<file path="config.mk">
export PLATFORM = sky130hd
export DESIGN_NAME = kse_ctrl
export DESIGN_NICKNAME = d
export VERILOG_FILES = /design/src/rtl/kse_pkg.sv /design/src/rtl/kse_ctrl.sv
export SDC_FILE = /design/constraint.sdc
export NUM_CORES = 1
export LEC_CHECK = 0
export ABC_AREA = 1
export BUFFER_PORTS_ARGS = -buffer_cell sky130_fd_sc_hd__buf_2
export CAP_MARGIN = 20
export CORE_AREA = 4 4 41 43
export CTS_BUF_LIST = sky130_fd_sc_hd__clkbuf_4 sky130_fd_sc_hd__clkbuf_8
export DETAILED_ROUTE_END_ITERATION = 10
export DIE_AREA = 0 0 45 47
export PLACE_DENSITY = 0.77
export RECOVER_POWER = 100
export SLEW_MARGIN = 20
export SYNTH_ARGS = -nofsm -noshare
export SYNTH_HDL_FRONTEND = slang
export SYNTH_SLANG_ARGS = --single-unit
</file>
<file path="constraint.sdc">
create_clock -name clk -period 1.37 [get_ports clk]
set_clock_uncertainty 0.1 [all_clocks]
set_input_delay 0.274 -clock clk [delete_from_list [all_inputs] [get_ports clk]]
set_output_delay 0.274 -clock clk [all_outputs]
set_load 0.01 [all_outputs]
</file>
<file path="src/rtl/kse_pkg.sv">
package kse_pkg;

  localparam int KEY_TABLE_SIZE_DEF = 256;
  localparam int COUNT_WIDTH_DEF    = 32;
  localparam int TIME_WIDTH_DEF     = 48;

  localparam int KEY_CODE_W  = 10;
  localparam int KEY_VALUE_W = 2;
  localparam int GAP_LIMIT_W = 26;
  localparam int RATE_W      = 26;
  localparam int OUT_CODE_W  = 8;
  localparam int OUT_COUNT_W = 32;
  localparam int APB_DATA_W  = 32;
  localparam int APB_ADDR_W  = 3;

  localparam logic [GAP_LIMIT_W-1:0] GAP_LIMIT_RESET = 26'd5000000;
  localparam logic [RATE_W-1:0]      USEC_PER_MINUTE = 26'd60000000;

  localparam logic CMD_KEY   = 1'b0;
  localparam logic CMD_QUERY = 1'b1;

  localparam logic [KEY_VALUE_W-1:0] KV_RELEASE = 2'd0;
  localparam logic [KEY_VALUE_W-1:0] KV_PRESS   = 2'd1;

  localparam logic [KEY_CODE_W-1:0] CODE_CTRL_L  = 10'd29;
  localparam logic [KEY_CODE_W-1:0] CODE_CTRL_R  = 10'd97;
  localparam logic [KEY_CODE_W-1:0] CODE_SHIFT_L = 10'd42;
  localparam logic [KEY_CODE_W-1:0] CODE_SHIFT_R = 10'd54;
  localparam logic [KEY_CODE_W-1:0] CODE_ALT_L   = 10'd56;
  localparam logic [KEY_CODE_W-1:0] CODE_ALT_R   = 10'd100;

  // register index, taken from paddr[2]
  localparam logic REG_GAP_LIMIT = 1'b0;

  typedef enum logic [3:0] {
    ST_CLEAR,
    ST_IDLE,
    ST_KEY_RD,
    ST_KEY_WR,
    ST_SCAN,
    ST_DRAIN,
    ST_AVG_GO,
    ST_AVG_WAIT,
    ST_KPM_GO,
    ST_KPM_WAIT,
    ST_OUT
  } kse_state_t;

  typedef struct packed {
    logic accept;
    logic clear_wr;
    logic idx_step;
    logic scan_rd;
    logic key_rd;
    logic key_wr;
    logic div_avg;
    logic div_kpm;
    logic avg_load;
    logic kpm_load;
    logic res_load;
  } kse_cmd_t;

  typedef struct packed {
    logic in_query;
    logic in_key;
    logic is_press;
    logic idx_last;
    logic tally_gt1;
    logic div_done;
    logic quo_zero;
  } kse_sts_t;

endpackage

</file>
<file path="src/rtl/kse_ctrl.sv">
module kse_ctrl
  import kse_pkg::*;
(
  input  logic     clk,
  input  logic     rst,
  input  logic     item_valid,
  output logic     item_ready,
  output logic     result_valid,
  input  logic     result_ready,
  input  kse_sts_t sts,
  output kse_cmd_t cmd
);

  kse_state_t state, state_next;
  logic       result_valid_next;

  always_ff @(posedge clk) begin
    if (rst) begin
      state        <= ST_CLEAR;
      result_valid <= 1'b0;
    end else begin
      state        <= state_next;
      result_valid <= result_valid_next;
    end
  end

  always_comb begin
    state_next        = state;
    cmd               = '0;
    item_ready        = 1'b0;
    result_valid_next = result_valid && !result_ready;
    case (state)
      ST_CLEAR: begin
        cmd.clear_wr = 1'b1;
        cmd.idx_step = 1'b1;
        if (sts.idx_last) state_next = ST_IDLE;
      end
      ST_IDLE: begin
        item_ready = 1'b1;
        if (item_valid) begin
          cmd.accept = 1'b1;
          if (sts.in_query) state_next = ST_SCAN;
          else if (sts.in_key) state_next = ST_KEY_RD;
        end
      end
      ST_KEY_RD: begin
        cmd.key_rd = 1'b1;
        state_next = sts.is_press ? ST_KEY_WR : ST_IDLE;
      end
      ST_KEY_WR: begin
        cmd.key_wr = 1'b1;
        state_next = ST_IDLE;
      end
      ST_SCAN: begin
        cmd.scan_rd  = 1'b1;
        cmd.idx_step = 1'b1;
        if (sts.idx_last) state_next = ST_DRAIN;
      end
      ST_DRAIN: begin
        state_next = sts.tally_gt1 ? ST_AVG_GO : ST_OUT;
      end
      ST_AVG_GO: begin
        cmd.div_avg = 1'b1;
        state_next  = ST_AVG_WAIT;
      end
      ST_AVG_WAIT: begin
        if (sts.div_done) begin
          cmd.avg_load = 1'b1;
          state_next   = sts.quo_zero ? ST_OUT : ST_KPM_GO;
        end
      end
      ST_KPM_GO: begin
        cmd.div_kpm = 1'b1;
        state_next  = ST_KPM_WAIT;
      end
      ST_KPM_WAIT: begin
        if (sts.div_done) begin
          cmd.kpm_load = 1'b1;
          state_next   = ST_OUT;
        end
      end
      ST_OUT: begin
        if (!result_valid || result_ready) begin
          cmd.res_load      = 1'b1;
          result_valid_next = 1'b1;
          state_next        = ST_IDLE;
        end
      end
      default: begin
        state_next = ST_IDLE;
      end
    endcase
  end

endmodule

</file>
==> flow_summary_export.csv <==
group,metric,value,unit
run_status,run_status,"finished with violations",
run_status,violated_checks,"setup timing",
sta,finalWorstPathRequiredPeriod,1.54,ns
floorplanning,boundaryPins,24,
power,post-layout-total-power,953,uW
clocking,cts.clk_slew.worst_paths,0.04,ns
synth,synth_enable_flop_cells,0,
routing,detailedRoute.firstIterationViolations,13,
synth,synth_nets,100,
global_route,first_global_vias,698,
synth,synth_largest_type_area_fraction,0.201,
synth,yosysMostFrequentCell,"sky130_fd_sc_hd__nand2_1",
sta,tightest_slew,0.227,ns
synth,syn_area_per_cell,5.60,um^2
critical_path,worst-setup-path-type,"reg2out",
final_layout,area.sequential,113,um^2
synth,yosys_warnings,0,
power,power.density,1110,nW/um^2
power,power.leakage,0.000480,uW
routing,route.antenna.remaining_nets,0,
critical_path,worst_setup_path_startpoint,"state[2]",
clocking,clk_latency,0.24,ns
synth,ys_async_sr_fraction,0,
place,io_buffer_count,23,
synth,synth_top_flop_cell,"sky130_fd_sc_hd__dfxtp_1",
critical_path,r2r.worst_path.cells,7,
min_path,min_delay_path_depth,2,
routing,avgViaCountPerCell,4.92,
sta,report.final.setup_viol,16,
place,post-place-cells,129,
global_route,grt_overflow,0,
sta,slew_headroom,0.848,
critical_path,startpoint_type,"flip-flop",
routing,via_count,733,
synth,synth_area_leaders,"sky130_fd_sc_hd__dfxtp_1 (20%), sky130_fd_sc_hd__nand2_1 (19%), sky130_fd_sc_hd__nor2_1 (12%), sky130_fd_sc_hd__inv_1 (9.0%), sky130_fd_sc_hd__nor2_4 (6.8%)",
routing,totalWireLength,1840,um
place,dp_hpwl,1130,um
routing,wl_per_cell,12.3,um
synth,netlist_area,498,um^2
floorplanning,die_area,2120,um^2
sta,finalHoldWorstSlack,0.168,ns
clocking,cts_tree,"built",
synth,synthTopCellsByCount,"sky130_fd_sc_hd__nand2_1 (25), sky130_fd_sc_hd__nor2_1 (16), sky130_fd_sc_hd__inv_1 (12)",
final_layout,syn2layout_area_growth,72.9,%
clocking,cts-hold-fix-buffers,0,
power,max-vdd-ir-drop,0.000763,V
clocking,cts_buffers,3,
clocking,cts_max_level,1,
critical_path,timing.critical_path.arrival,1.17,ns
floorplanning,die_width,45,um
critical_path,critical_path.endpoint_type,"output port",
clocking,clkSinkCount,5,
clocking,cts.root.buffer_cell,"sky130_fd_sc_hd__clkbuf_4",
synth,synth_cell_types,13,
synth,netlist_instances,89,
routing,drt_first_pass_iters,4,
final_layout,share_of_final_layout_standard_cells_stronger_than_drive_strength_1,0.560,
sta,slew_viols_final,0,
floorplanning,initial_utilization,0.383,
final_layout,finish.net_count,146,
global_route,grt_first_pass_wirelength,3000,um
final_layout,antenna_cells_inserted,0,
sta,finalCritPeriodShare,1.13,
sta,post-route-worst-setup-slack,-0.174,ns
critical_path,critical_path_required,1.00,ns
critical_path,r2r_slack,-0.06,ns
synth,yosys_register_bits,5,
min_path,hold_path_startpoint,"rst",
synth,synth-seq-area-share,0.201,
global_route,grt_antenna_before_repair,0,
global_route,groute.usage.overall,0.192,
critical_path,rr_startpoint,"state[0]",
sta,max_clock_freq,648,MHz
place,gp_congestion,0.853,
final_layout,multi_input_comb_area,372,um^2
sta,grt_setup_unrepaired,"yes",
global_route,grt_max_degree,7,
critical_path,crit_path_max_fo,5,
sta,timing.final.hold_violations,0,
floorplanning,core_region_area,1300,um^2
floorplanning,rows,13,
critical_path,critical_path.reg2reg.endpoint,"state[2]",
routing,drt_drc_violations_left,0,
synth,synth_top_area_cell,"sky130_fd_sc_hd__dfxtp_1",
final_layout,finish.cell_count_without_fillers,149,
final_layout,num-fill-cells,123,
clocking,max-clock-path-buffers,2,
min_path,worstHoldEndpoint,"state[1]",
min_path,min_path_type,"in2reg",
floorplanning,chipHeight,47,um
flow_run,drv.max_cap_violation_count,0,
[metal layers]
layer | share of wire | vias to the layer above | track usage
li1 | - | 364 | -
met1 | 0.37 | 332 | 0.226
met2 | 0.54 | 31 | 0.364
met3 | 0.063 | 6 | 0.0115
met4 | 0.024 | 0 | 0.0702
met5 | 0 | - | 0
[power by group]
| part | switching (uW) | internal (uW) |
|---|---|---|
| sequential | 47.7 | 170 |
| combinational | 293 | 252 |
| clock | 60.2 | 130 |
| total | 401 | 551 |
[layout make-up]
class	count	area share
timing repair buffer	41	0.294
tap	15	0.0218
inverter	18	0.0872
sequential	5	0.131
clock buffer	4	0.0349
multi-input combinational	66	0.432
[cell families (layout without fill, tap and decap cells)]
logic type | after synthesis | count (layout) | synth area share
simple gates | 58 | 58 | 0.573
compound gates | 8 | 8 | 0.0904
flops | 5 | 5 | 0.201
buf+inv | 18 | 63 | 0.136
[how the worst max path moves through the flow]
stage,end,depth (start not counted)
finish,cmd[3],5
global route,cmd[0],5
CTS,cmd[0],5
detailed placement,state[3],8
global placement,cmd[0],5
floorplan,cmd[10],4
[metrics by stage]
stage / instance area, um^2 / utilization / TNS, ns / setup slack [ns]
floorplan: 498 / - / 0 / 0.0910
global placement: 647 / 0.497 / -0.137 / -0.0310
detailed placement: 647 / 0.497 / -0.367 / -0.0608
CTS: 826 / 0.635 / -1.27 / -0.164
global route: 861 / 0.662 / -2.68 / -0.213
finish: 861 / 0.662 / -1.56 / -0.174
[state kept, by name, indices dropped and copies added (netlist names)]
register,flops
state,4
result_valid,1
[critical path, cell delays in order (launching register included)]
cell,delay (ns)
sky130_fd_sc_hd__dfxtp_2,0.34
sky130_fd_sc_hd__buf_6,0.13
sky130_fd_sc_hd__nor2_4,0.14
sky130_fd_sc_hd__nand2_1,0.09
sky130_fd_sc_hd__nor2_1,0.09
sky130_fd_sc_hd__buf_2,0.14
[layout by cell type, fill, tap and decap left out, drive strengths merged]
| cell type | Yosys | routed |
|---|---|---|
| nand3b | 1 | 1 |
| nand3 | 9 | 9 |
| nor2 | 22 | 22 |
| nand2 | 26 | 26 |
| a21oi | 6 | 6 |
| inv | 18 | 18 |
| dfxtp | 5 | 5 |
| o211ai | 2 | 2 |
| buf | 0 | 40 |
| clkbuf | 0 | 5 |
[repair_timing]
action                                  in CTS  in global routing
pin swaps                                   10                  9
buffers inserted                            13                  3
endpoints found under the setup margin      16                 16
resized for setup                           21                  4
Note: power is estimated with default switching activity, not from simulation.
